### src/hdl/bsbe_pkg.sv
package bsbe_pkg;

   localparam int STACK_BYTES = 256;
   localparam int SP_W = $clog2(STACK_BYTES + 1);
   localparam int ADDR_W = $clog2(STACK_BYTES);
   localparam int DEPTH_W = 9;

   localparam logic [3:0] FN_CONST = 4'd0;
   localparam logic [3:0] FN_ADD = 4'd1;
   localparam logic [3:0] FN_SUB = 4'd2;
   localparam logic [3:0] FN_MUL = 4'd3;
   localparam logic [3:0] FN_DIV = 4'd4;
   localparam logic [3:0] FN_NEG = 4'd5;
   localparam logic [3:0] FN_TRUE = 4'd6;
   localparam logic [3:0] FN_FALSE = 4'd7;
   localparam logic [3:0] FN_NOT = 4'd8;
   localparam logic [3:0] FN_EQ = 4'd9;
   localparam logic [3:0] FN_GT = 4'd10;
   localparam logic [3:0] FN_LT = 4'd11;
   localparam logic [3:0] FN_RET = 4'd12;

   localparam logic [1:0] ST_OK = 2'd0;
   localparam logic [1:0] ST_UNDER = 2'd1;
   localparam logic [1:0] ST_OVER = 2'd2;
   localparam logic [1:0] ST_DIV0 = 2'd3;

   // datapath write source
   localparam logic [1:0] WS_IMM = 2'd0;
   localparam logic [1:0] WS_RES = 2'd1;
   localparam logic [1:0] WS_BOOL = 2'd2;

   typedef struct packed {
      logic [3:0] func;
      logic [31:0] immediate;
      logic compare_type;
   } req_type;

   typedef struct packed {
      logic [1:0] status;
      logic returned;
      logic return_value;
      logic [DEPTH_W-1:0] stack_depth;
   } rsp_type;

   // controller -> datapath
   typedef struct packed {
      logic rd_en;
      logic [ADDR_W-1:0] rd_addr;
      logic ld_a;          // shift read byte into operand a
      logic ld_b;          // shift read byte into operand b
      logic wr_en;
      logic [ADDR_W-1:0] wr_addr;
      logic [1:0] wr_src;
      logic [1:0] wr_byte;
      logic wr_bool;
      logic alu_go;        // latch arithmetic result
      logic div_start;
   } cmd_type;

   // datapath -> controller
   typedef struct packed {
      logic div_done;
      logic a_eq_b;
      logic a_gt_b;
      logic a_lt_b;
      logic b_zero;
      logic rd_nonzero;
      logic b_nonzero;
   } sts_type;

endpackage

### src/hdl/bsbe_if.sv
interface bsbe_req_if import bsbe_pkg::*; ();
   logic valid;
   logic ready;
   req_type payload;
   modport source (output valid, output payload, input ready);
   modport sink (input valid, input payload, output ready);
endinterface

interface bsbe_rsp_if import bsbe_pkg::*; ();
   logic valid;
   logic ready;
   rsp_type payload;
   modport source (output valid, output payload, input ready);
   modport sink (input valid, input payload, output ready);
endinterface

### src/hdl/bsbe_div.sv
module bsbe_div import bsbe_pkg::*; (
   input logic clock,
   input logic reset,
   input logic start,
   input logic [31:0] a,
   input logic [31:0] b,
   output logic done,
   output logic [31:0] quot
);
   logic [31:0] rem_ff, rem_in;
   logic [31:0] q_ff, q_in;
   logic [31:0] d_ff, d_in;
   logic neg_ff, neg_in;
   logic [5:0] cnt_ff, cnt_in;
   logic busy_ff, busy_in;
   logic done_ff, done_in;
   logic [32:0] trial;
   logic [31:0] rem_sh;

   always_comb begin
      rem_in = rem_ff;
      q_in = q_ff;
      d_in = d_ff;
      neg_in = neg_ff;
      cnt_in = cnt_ff;
      busy_in = busy_ff;
      done_in = 1'b0;
      rem_sh = {rem_ff[30:0], q_ff[31]};
      trial = {1'b0, rem_sh} - {1'b0, d_ff};
      if (start) begin
         rem_in = '0;
         q_in = a[31] ? 32'd0 - a : a;
         d_in = b[31] ? 32'd0 - b : b;
         neg_in = a[31] ^ b[31];
         cnt_in = 6'd0;
         busy_in = 1'b1;
      end else if (busy_ff) begin
         // restoring step: one quotient bit per cycle
         if (!trial[32]) begin
            rem_in = trial[31:0];
            q_in = {q_ff[30:0], 1'b1};
         end else begin
            rem_in = rem_sh;
            q_in = {q_ff[30:0], 1'b0};
         end
         cnt_in = cnt_ff + 6'd1;
         if (cnt_ff == 6'd31) begin
            busy_in = 1'b0;
            done_in = 1'b1;
         end
      end
   end

   always_ff @(posedge clock) begin
      rem_ff <= rem_in;
      q_ff <= q_in;
      d_ff <= d_in;
      neg_ff <= neg_in;
      cnt_ff <= cnt_in;
      if (reset) begin
         busy_ff <= 1'b0;
         done_ff <= 1'b0;
      end else begin
         busy_ff <= busy_in;
         done_ff <= done_in;
      end
   end

   assign done = done_ff;
   assign quot = neg_ff ? 32'd0 - q_ff : q_ff;
endmodule

### src/hdl/bsbe_datapath.sv
module bsbe_datapath import bsbe_pkg::*; (
   input logic clock,
   input logic reset,
   input cmd_type cmd,
   input logic [3:0] func,
   input logic [31:0] immediate,
   output sts_type sts
);
   logic [7:0] mem [STACK_BYTES];
   logic [7:0] rd_ff;
   logic [31:0] a_ff, a_in;
   logic [31:0] b_ff, b_in;
   logic [31:0] res_ff, res_in;
   logic ld_a_ff, ld_b_ff;
   logic [31:0] wr_word;
   logic [7:0] wr_data;
   logic [31:0] quot;
   logic div_done;

   bsbe_div u_div (
      .clock(clock), .reset(reset), .start(cmd.div_start),
      .a(a_ff), .b(b_ff), .done(div_done), .quot(quot)
   );

   always_ff @(posedge clock) begin
      if (cmd.rd_en) rd_ff <= mem[cmd.rd_addr];
      if (cmd.wr_en) mem[cmd.wr_addr] <= wr_data;
   end

   // read data lands the cycle after the read; ld_a/ld_b are registered to match
   always_comb begin
      a_in = ld_a_ff ? {rd_ff, a_ff[31:8]} : a_ff;
      b_in = ld_b_ff ? {rd_ff, b_ff[31:8]} : b_ff;
      res_in = res_ff;
      if (cmd.alu_go) begin
         case (func)
            FN_ADD: res_in = a_ff + b_ff;
            FN_SUB: res_in = a_ff - b_ff;
            FN_MUL: res_in = a_ff * b_ff;
            FN_NEG: res_in = 32'd0 - b_ff;
            default: res_in = res_ff;
         endcase
      end
      if (div_done) res_in = quot;
   end

   always_ff @(posedge clock) begin
      a_ff <= a_in;
      b_ff <= b_in;
      res_ff <= res_in;
      if (reset) begin
         ld_a_ff <= 1'b0;
         ld_b_ff <= 1'b0;
      end else begin
         ld_a_ff <= cmd.ld_a;
         ld_b_ff <= cmd.ld_b;
      end
   end

   always_comb begin
      case (cmd.wr_src)
         WS_IMM: wr_word = immediate;
         WS_RES: wr_word = res_ff;
         default: wr_word = 32'd0;
      endcase
      case (cmd.wr_byte)
         2'd0: wr_data = wr_word[7:0];
         2'd1: wr_data = wr_word[15:8];
         2'd2: wr_data = wr_word[23:16];
         default: wr_data = wr_word[31:24];
      endcase
      if (cmd.wr_src == WS_BOOL) wr_data = {7'd0, cmd.wr_bool};
   end

   assign sts.div_done = div_done;
   assign sts.a_eq_b = a_ff == b_ff;
   assign sts.a_gt_b = $signed(a_ff) > $signed(b_ff);
   assign sts.a_lt_b = $signed(a_ff) < $signed(b_ff);
   assign sts.b_zero = b_ff == 32'd0;
   assign sts.rd_nonzero = rd_ff != 8'd0;
   assign sts.b_nonzero = b_ff[31:24] != 8'd0;
endmodule

### src/hdl/bsbe_ctrl.sv
module bsbe_ctrl import bsbe_pkg::*; (
   input logic clock,
   input logic reset,
   input logic req_fire,
   input req_type req_in,
   input sts_type sts,
   input logic rsp_free,
   output logic busy,
   output logic rsp_load,
   output rsp_type rsp_data,
   output cmd_type cmd,
   output logic [3:0] func
);
   localparam logic [2:0] S_IDLE = 3'd0;
   localparam logic [2:0] S_READ = 3'd1;
   localparam logic [2:0] S_EXEC = 3'd2;
   localparam logic [2:0] S_DIV = 3'd3;
   localparam logic [2:0] S_WRITE = 3'd4;
   localparam logic [2:0] S_DONE = 3'd5;

   logic [2:0] state_ff, state_in;
   logic [SP_W-1:0] sp_ff, sp_in;
   logic [SP_W-1:0] base_ff, base_in;   // lowest byte of operands, also write base
   logic [3:0] cnt_ff, cnt_in;
   logic [3:0] nrd_ff, nrd_in;          // bytes to read
   logic [2:0] nwr_ff, nwr_in;          // bytes to write
   logic [3:0] func_ff, func_in;
   logic ctype_ff, ctype_in;
   logic [1:0] stat_ff, stat_in;
   logic ret_ff, ret_in;
   logic rval_ff, rval_in;
   logic wbool_ff, wbool_in;
   logic [1:0] wsrc_ff, wsrc_in;
   logic [SP_W-1:0] rd_pos;
   logic [SP_W-1:0] wr_pos;
   logic bool_a_ff, bool_a_in;

   assign func = func_ff;

   always_comb begin
      state_in = state_ff;
      sp_in = sp_ff;
      base_in = base_ff;
      cnt_in = cnt_ff;
      nrd_in = nrd_ff;
      nwr_in = nwr_ff;
      func_in = func_ff;
      ctype_in = ctype_ff;
      stat_in = stat_ff;
      ret_in = ret_ff;
      rval_in = rval_ff;
      wbool_in = wbool_ff;
      wsrc_in = wsrc_ff;
      bool_a_in = bool_a_ff;
      cmd = '0;
      rsp_load = 1'b0;
      rd_pos = base_ff + SP_W'(cnt_ff);
      wr_pos = base_ff + SP_W'(cnt_ff);
      cmd.rd_addr = rd_pos[ADDR_W-1:0];
      cmd.wr_addr = wr_pos[ADDR_W-1:0];
      cmd.wr_src = wsrc_ff;
      cmd.wr_byte = cnt_ff[1:0];
      cmd.wr_bool = wbool_ff;
      case (state_ff)
         S_IDLE: begin
            if (req_fire) begin
               func_in = req_in.func;
               ctype_in = req_in.compare_type;
               stat_in = ST_OK;
               ret_in = 1'b0;
               rval_in = 1'b0;
               cnt_in = '0;
               nrd_in = '0;
               nwr_in = '0;
               base_in = sp_ff;
               wsrc_in = WS_BOOL;
               state_in = S_DONE;
               case (req_in.func)
                  FN_CONST: begin
                     if (32'(sp_ff) + 32'd4 > 32'(STACK_BYTES)) stat_in = ST_OVER;
                     else begin
                        nwr_in = 3'd4; wsrc_in = WS_IMM;
                        sp_in = sp_ff + SP_W'(4); state_in = S_WRITE;
                     end
                  end
                  FN_ADD, FN_SUB, FN_MUL, FN_DIV, FN_GT, FN_LT: begin
                     if (sp_ff < SP_W'(8)) stat_in = ST_UNDER;
                     else begin
                        base_in = sp_ff - SP_W'(8); nrd_in = 4'd8; state_in = S_READ;
                     end
                  end
                  FN_NEG: begin
                     if (sp_ff < SP_W'(4)) stat_in = ST_UNDER;
                     else begin
                        base_in = sp_ff - SP_W'(4); nrd_in = 4'd4; state_in = S_READ;
                     end
                  end
                  FN_TRUE, FN_FALSE: begin
                     if (32'(sp_ff) + 32'd1 > 32'(STACK_BYTES)) stat_in = ST_OVER;
                     else begin
                        nwr_in = 3'd1; wbool_in = req_in.func == FN_TRUE;
                        sp_in = sp_ff + SP_W'(1); state_in = S_WRITE;
                     end
                  end
                  FN_NOT, FN_RET: begin
                     if (sp_ff < SP_W'(1)) stat_in = ST_UNDER;
                     else begin
                        base_in = sp_ff - SP_W'(1); nrd_in = 4'd1; state_in = S_READ;
                     end
                  end
                  FN_EQ: begin
                     if (req_in.compare_type) begin
                        if (sp_ff < SP_W'(2)) stat_in = ST_UNDER;
                        else begin
                           base_in = sp_ff - SP_W'(2); nrd_in = 4'd2; state_in = S_READ;
                        end
                     end else if (sp_ff < SP_W'(8)) stat_in = ST_UNDER;
                     else begin
                        base_in = sp_ff - SP_W'(8); nrd_in = 4'd8; state_in = S_READ;
                     end
                  end
                  default: state_in = S_DONE;
               endcase
            end
         end
         S_READ: begin
            // bytes land in b; for 8-byte reads the first four go into a
            if (cnt_ff < nrd_ff) begin
               cmd.rd_en = 1'b1;
               cmd.ld_a = nrd_ff == 4'd8 && cnt_ff < 4'd4;
               cmd.ld_b = !cmd.ld_a;
               cnt_in = cnt_ff + 4'd1;
            end else begin
               cnt_in = '0;
               state_in = S_EXEC;
            end
            // first byte of a bool eq is y; keep its truth once it lands
            if (nrd_ff == 4'd2 && cnt_ff == 4'd1) bool_a_in = sts.rd_nonzero;
         end
         S_EXEC: begin
            // operand loads have settled here
            state_in = S_WRITE;
            wsrc_in = WS_BOOL;
            cnt_in = '0;
            case (func_ff)
               FN_ADD, FN_SUB, FN_MUL: begin
                  cmd.alu_go = 1'b1; wsrc_in = WS_RES; nwr_in = 3'd4;
                  sp_in = base_ff + SP_W'(4);
               end
               FN_NEG: begin
                  cmd.alu_go = 1'b1; wsrc_in = WS_RES; nwr_in = 3'd4;
               end
               FN_DIV: begin
                  if (sts.b_zero) begin
                     stat_in = ST_DIV0; state_in = S_DONE;
                  end else begin
                     cmd.div_start = 1'b1; wsrc_in = WS_RES; nwr_in = 3'd4;
                     sp_in = base_ff + SP_W'(4); state_in = S_DIV;
                  end
               end
               FN_GT, FN_LT: begin
                  nwr_in = 3'd1; sp_in = base_ff + SP_W'(1);
                  wbool_in = func_ff == FN_GT ? sts.a_gt_b : sts.a_lt_b;
               end
               FN_NOT: begin
                  nwr_in = 3'd1; wbool_in = !sts.b_nonzero;
               end
               FN_EQ: begin
                  nwr_in = 3'd1; sp_in = base_ff + SP_W'(1);
                  if (ctype_ff) wbool_in = bool_a_ff == sts.b_nonzero;
                  else wbool_in = sts.a_eq_b;
               end
               FN_RET: begin
                  ret_in = 1'b1; rval_in = sts.b_nonzero;
                  sp_in = base_ff; state_in = S_DONE;
               end
               default: state_in = S_DONE;
            endcase
         end
         S_DIV: begin
            if (sts.div_done) state_in = S_WRITE;
         end
         S_WRITE: begin
            cmd.wr_en = 1'b1;
            cnt_in = cnt_ff + 4'd1;
            if (cnt_ff == 4'(nwr_ff) - 4'd1) state_in = S_DONE;
         end
         S_DONE: begin
            if (rsp_free) begin
               rsp_load = 1'b1;
               state_in = S_IDLE;
            end
         end
         default: state_in = S_IDLE;
      endcase
      rsp_data.status = stat_ff;
      rsp_data.returned = ret_ff;
      rsp_data.return_value = rval_ff;
      rsp_data.stack_depth = DEPTH_W'(sp_ff);
   end

   always_ff @(posedge clock) begin
      base_ff <= base_in;
      nrd_ff <= nrd_in;
      nwr_ff <= nwr_in;
      func_ff <= func_in;
      ctype_ff <= ctype_in;
      stat_ff <= stat_in;
      ret_ff <= ret_in;
      rval_ff <= rval_in;
      wbool_ff <= wbool_in;
      wsrc_ff <= wsrc_in;
      bool_a_ff <= bool_a_in;
      cnt_ff <= cnt_in;
      if (reset) begin
         state_ff <= S_IDLE;
         sp_ff <= '0;
      end else begin
         state_ff <= state_in;
         sp_ff <= sp_in;
      end
   end

   assign busy = state_ff != S_IDLE;
endmodule

### src/hdl/byte_stack_bytecode_executor.sv
// channel   dir  handshake        payload
// req_      in   valid/ready      func, immediate, compare_type
// rsp_      out  valid/ready      status, returned, return_value, stack_depth
// One instruction at a time. Stack bytes move through a byte memory with separate read
// and write addresses, one byte per cycle. After accept the core reads any operand bytes
// and executes on them, writes any result bytes and loads the result register; a failed
// check goes straight to the result load. Divide runs in the restoring divider before the write.
// Synchronous reset empties the stack; stack contents are not cleared.
// The result register frees the core: the next instruction starts while a result waits,
// and the core holds only when it has a new result and the register is still full.
module byte_stack_bytecode_executor import bsbe_pkg::*; (
   input logic clock,
   input logic reset,
   bsbe_req_if.sink req,
   bsbe_rsp_if.source rsp
);
   cmd_type cmd;
   sts_type sts;
   logic busy;
   logic rsp_load;
   rsp_type rsp_data;
   logic [3:0] func;
   logic req_fire;
   logic [31:0] imm_hold_ff;
   logic rsp_valid_ff, rsp_valid_in;
   rsp_type rsp_ff;

   assign req.ready = !busy;
   assign req_fire = req.valid && req.ready;

   // hold the immediate for the byte writes
   always_ff @(posedge clock) begin
      if (req_fire) imm_hold_ff <= req.payload.immediate;
   end

   bsbe_ctrl u_ctrl (
      .clock(clock), .reset(reset), .req_fire(req_fire), .req_in(req.payload),
      .sts(sts), .rsp_free(!rsp_valid_ff || rsp.ready), .busy(busy),
      .rsp_load(rsp_load), .rsp_data(rsp_data), .cmd(cmd), .func(func)
   );

   bsbe_datapath u_dp (
      .clock(clock), .reset(reset), .cmd(cmd), .func(func),
      .immediate(imm_hold_ff), .sts(sts)
   );

   always_comb begin
      rsp_valid_in = rsp_valid_ff;
      if (rsp.valid && rsp.ready) rsp_valid_in = 1'b0;
      if (rsp_load) rsp_valid_in = 1'b1;
   end

   always_ff @(posedge clock) begin
      if (rsp_load) rsp_ff <= rsp_data;
      if (reset) rsp_valid_ff <= 1'b0;
      else rsp_valid_ff <= rsp_valid_in;
   end

   assign rsp.valid = rsp_valid_ff;
   assign rsp.payload = rsp_ff;

   a_no_accept_busy: assert property (@(posedge clock) disable iff (reset)
      busy |-> !req_fire) else $error("accept while busy");
   a_load_room: assert property (@(posedge clock) disable iff (reset)
      rsp_load |-> (!rsp_valid_ff || rsp.ready)) else $error("result overwritten");
   a_ret_ok: assert property (@(posedge clock) disable iff (reset)
      (rsp.valid && rsp.payload.returned) |-> rsp.payload.status == ST_OK)
      else $error("return with error status");
   a_depth: assert property (@(posedge clock) disable iff (reset)
      rsp.valid |-> rsp.payload.stack_depth <= DEPTH_W'(STACK_BYTES))
      else $error("depth beyond stack");
endmodule
### src/flat_wrapper.sv
// flat-port wrapper written by rule: the top's interface ports become plain ports
module byte_stack_bytecode_executor_flat import bsbe_pkg::*;
  (clock, reset, req_valid, req_payload, req_ready, rsp_valid, rsp_payload, rsp_ready);
  bsbe_req_if req_i ();
  bsbe_rsp_if rsp_i ();
  input logic clock;
  input logic reset;
  input wire logic [$bits(req_i.valid)-1:0] req_valid;
  input wire logic [$bits(req_i.payload)-1:0] req_payload;
  output wire logic [$bits(req_i.ready)-1:0] req_ready;
  output wire logic [$bits(rsp_i.valid)-1:0] rsp_valid;
  output wire logic [$bits(rsp_i.payload)-1:0] rsp_payload;
  input wire logic [$bits(rsp_i.ready)-1:0] rsp_ready;
  assign req_i.valid = req_valid;
  assign req_i.payload = req_payload;
  assign req_ready = req_i.ready;
  assign rsp_valid = rsp_i.valid;
  assign rsp_payload = rsp_i.payload;
  assign rsp_i.ready = rsp_ready;
  byte_stack_bytecode_executor u_core (.clock(clock), .reset(reset), .req(req_i), .rsp(rsp_i));
endmodule
### config.mk
export PLATFORM = sky130hd
export DESIGN_NAME = byte_stack_bytecode_executor_flat
export DESIGN_NICKNAME = d
export VERILOG_FILES = /design/src/hdl/bsbe_pkg.sv /design/src/hdl/bsbe_if.sv /design/src/hdl/bsbe_div.sv /design/src/hdl/bsbe_datapath.sv /design/src/hdl/bsbe_ctrl.sv /design/src/hdl/byte_stack_bytecode_executor.sv /design/src/flat_wrapper.sv
export SDC_FILE = /design/constraint.sdc
export NUM_CORES = 2
export LEC_CHECK = 0
export ABC_CLOCK_PERIOD_IN_PS = 31800
export BUFFER_PORTS_ARGS = -buffer_cell sky130_fd_sc_hd__buf_2
export CAP_MARGIN = 20
export CELL_PAD_IN_SITES_DETAIL_PLACEMENT = 1
export CELL_PAD_IN_SITES_GLOBAL_PLACEMENT = 1
export CORE_ASPECT_RATIO = 1.5
export CORE_MARGIN = 4
export CORE_UTILIZATION = 46
export DETAILED_ROUTE_END_ITERATION = 10
export PLACE_DENSITY_LB_ADDON = 0.1
export SYNTH_ARGS = -nofsm -noshare
export SYNTH_HDL_FRONTEND = slang
export SYNTH_HIERARCHICAL = 1
export SYNTH_SLANG_ARGS = --single-unit
### constraint.sdc
create_clock -name clock -period 31.8 [get_ports clock]
set_input_delay 4.77 -clock clock [delete_from_list [all_inputs] [get_ports clock]]
set_output_delay 4.77 -clock clock [all_outputs]
set_load 0.01 [all_outputs]
==> flow_metrics.py <==
metrics = {
    "drt": {
        "antenna_left": 0,
        "route.detailed.drc": 0,
        "drt-total-wl_mm": 349,
        "viasPerCell": 6.02,
        "dr.pass1.iters": 7,
        "wire_per_inst_microns": 32.1,
        "num_vias": 65500,
        "drt_iter0_drc": 5582,
    },
    "placed_design": {
        "hpwl_mm": 240,
        "place.gp.congestion": 0.939,
        "port_buffers": 55,
    },
    "layout": {
        "area_delta_synth_final_pct": 9.92,
        "final_cell_mix": "2294 x edfxtp_1, 680 x mux4_2, 544 x nor2_1",
        "final_common_cell": "edfxtp_1",
        "drive_gt1_share_pct": 17.1,
        "nets": 8124,
    },
    "worst_hold_path": {
        "hp-class": "reg2reg",
        "hp-start": "u_core/u_ctrl/stat_ff[1]",
        "hold_end": "u_core/rsp.payload[12]",
        "min_path_cells": 0,
    },
    "timing": {
        "finalSetupTns_ns": 0,
        "fmax_ghz": 0.111,
        "rsz0062_at_grt": "no",
        "report.final.slew_viol_count": 0,
        "finalCritPeriodShare_pct": 28.2,
        "setup_viol": 0,
        "hold_ws_ns": 0.420,
        "skew_ns": 0.0939,
        "slew-limit-headroom_pct": 9.05,
        "min_period_ns": 8.97,
        "tightestPinTransition_ns": 1.36,
        "hold_violations": 0,
    },
    "clock_tree": {
        "clockBufferDepth": 4,
        "hold_buffers": 0,
        "cts-htree-levels": 4,
        "cts_buffers": 227,
        "postCtsSetupBuffers": 0,
        "root_buffer": "clkbuf_16",
        "post_cts_resized": 0,
        "clkTransAtPathRegs_ns": 0.07,
        "cts_tree": "done",
        "insertion_delay_ns": 0.91,
        "cts.sinks": 2348,
    },
    "yosys": {
        "synth_nets": 8095,
        "async_flop_share_pct": 0,
        "ys_seq_area_share_pct": 60.1,
        "netlist_area_sq_um": 116000,
        "ys_seq_elements": 2348,
        "synth_edf_count": 2294,
        "ys_types": 86,
        "syn_avg_cell_area_sq_um": 15.7,
        "ys.flop_type": "edfxtp_1",
        "yosysWarnings": 6,
        "syn_inst": 7393,
    },
    "worst_setup_path": {
        "critPathKind": "reg2reg",
        "reg2regPathDepth": 26,
        "reg2reg_slack_ns": 22.83,
        "arrival_ns": 9.64,
        "path_delay_family": "adder cells",
        "worst_r2r_endpoint": "u_core/u_dp/res_ff[31]",
        "cp-start-kind": "flop",
        "startpoint": "u_core/u_dp/a_ff[0]",
        "crit_buf_inv": 6,
        "worstPathRequired_ns": 32.47,
        "end_kind": "flop",
        "max_stage_delay_ns": 0.81,
        "r2r-start": "u_core/u_dp/a_ff[0]",
        "cpMostUsedCell": "fa_1",
        "cp_max_fo": 14,
        "cp_slowest_cell": "edfxtp_1",
    },
    "die": {
        "dieArea_sq_um": 261000,
        "placementRows": 225,
        "die_w_microns": 419,
        "die_h_microns": 624,
        "coreArea_sq_um": 251000,
        "initial_core_util_pct": 46.3,
        "io_pins": 56,
    },
    "global_route": {
        "grt_max_degree": 201,
        "track_usage_pct": 27.0,
        "grt_pass1_vias": 71000,
        "overflow": 0,
        "grt_pass1_wl_mm": 510,
        "antenna_found_initial": 5,
    },
    "status": {
        "status": "finished, final reports clean",
    },
    "flow_run": {
        "max_cap_violations": 0,
    },
}
cell type report:
cell class                      count  area [sq um]
Tap cell                         3291          4120
Clock inverter                    130          1250
Multi-Input combinational cell   4072         42700
Antenna cell                        5          12.5
Timing Repair Buffer              224          1770
Inverter                          549          2070
Clock buffer                      269          5930
Sequential cell                  2348         70000
Fill cell                       23700        123000
worst max-delay path by stage:
stage / endpoint / slack (ns) / depth (start not counted)
final: u_core/u_dp/res_ff[31] / 22.83 / 26
after global routing: u_core/u_dp/res_ff[31] / 22.49 / 26
after CTS: u_core/u_dp/res_ff[31] / 22.82 / 26
after detailed placement: u_core/u_dp/res_ff[31] / 22.85 / 26
after global placement: u_core/u_dp/res_ff[28] / 22.92 / 24
after floorplan: u_core/u_dp/mem[0][6] / 17.59 / 8
metrics by stage:
step	cells	setup slack, ns	cell area, sq um	utilization (%)
6_report	10900	22.83	128000	50.9
5_1_grt	10900	22.49	128000	50.9
4_1_cts	10900	22.82	128000	50.8
3_5_place_dp	10500	22.85	120000	48.0
3_3_place_gp	10500	22.92	120000	48.0
2_1_floorplan	7393	17.59	116000	-
logic make-up after synthesis:
family | Yosys count | share of synthesized area, %
AOI/OAI and AO/OA | 795 | 4.50
xor gates and xnor gates | 277 | 2.09
DFF | 2348 | 60.1
buffers and inverters | 973 | 3.28
muxes | 732 | 13.6
and+or+nand+nor | 1606 | 6.60
adders and majority gates | 662 | 9.78
flip-flops by register name (all words and copies together), names as in the netlist, 2 cells and up:
register,count
u_core/u_dp/res_ff,32
u_core/u_ctrl/sp_ff,9
u_core/rsp.payload,13
u_core/u_ctrl/nwr_ff,2
u_core/u_dp/mem,2048
u_core/u_ctrl/base_ff,9
u_core/u_ctrl/wsrc_ff,2
u_core/imm_hold_ff,32
u_core/u_dp/u_div/rem_ff,31
u_core/u_dp/rd_ff,8
u_core/u_dp/a_ff,32
u_core/u_ctrl/func,4
u_core/u_ctrl/nrd_ff,4
u_core/u_ctrl/state_ff,3
u_core/u_ctrl/stat_ff,2
u_core/u_dp/u_div/cnt_ff,6
u_core/u_dp/u_div/q_ff,32
u_core/u_dp/u_div/d_ff,32
u_core/u_dp/b_ff,32
u_core/u_ctrl/cnt_ff,4
metal layers:
| metal | global-route usage, % | share of wire (%) |
|---|---|---|
| met1 | 30.9 | 36 |
| met2 | 49.0 | 54 |
| met3 | 2.96 | 3.8 |
| met4 | 15.0 | 6.8 |
| met5 | 0 | 0 |
synthesized netlist by cell type, drive strengths merged, types with 36 or more instances:
library cell	n	area share, %
a211oi	45	0.29
nand2b	48	0.26
clkbuf	316	1.0
mux2i	50	0.43
inv	543	1.8
nor3	66	0.28
mux4	680	13
and2	266	1.4
nand4	39	0.21
a21oi	204	0.88
or3	36	0.21
buf	108	0.49
nand3	63	0.27
fa	412	7.1
o21ai	174	0.75
nor2	550	1.8
o22ai	37	0.20
nand2	391	1.3
xnor2	196	1.5
xor2	81	0.61
ha	249	2.7
o31ai	46	0.30
dfxtp	54	0.93
edfxtp	2294	59
Power is left out: the tool's default activity adds up to more than one toggle a clock period on the data nets, which glitch-free logic cannot reach.
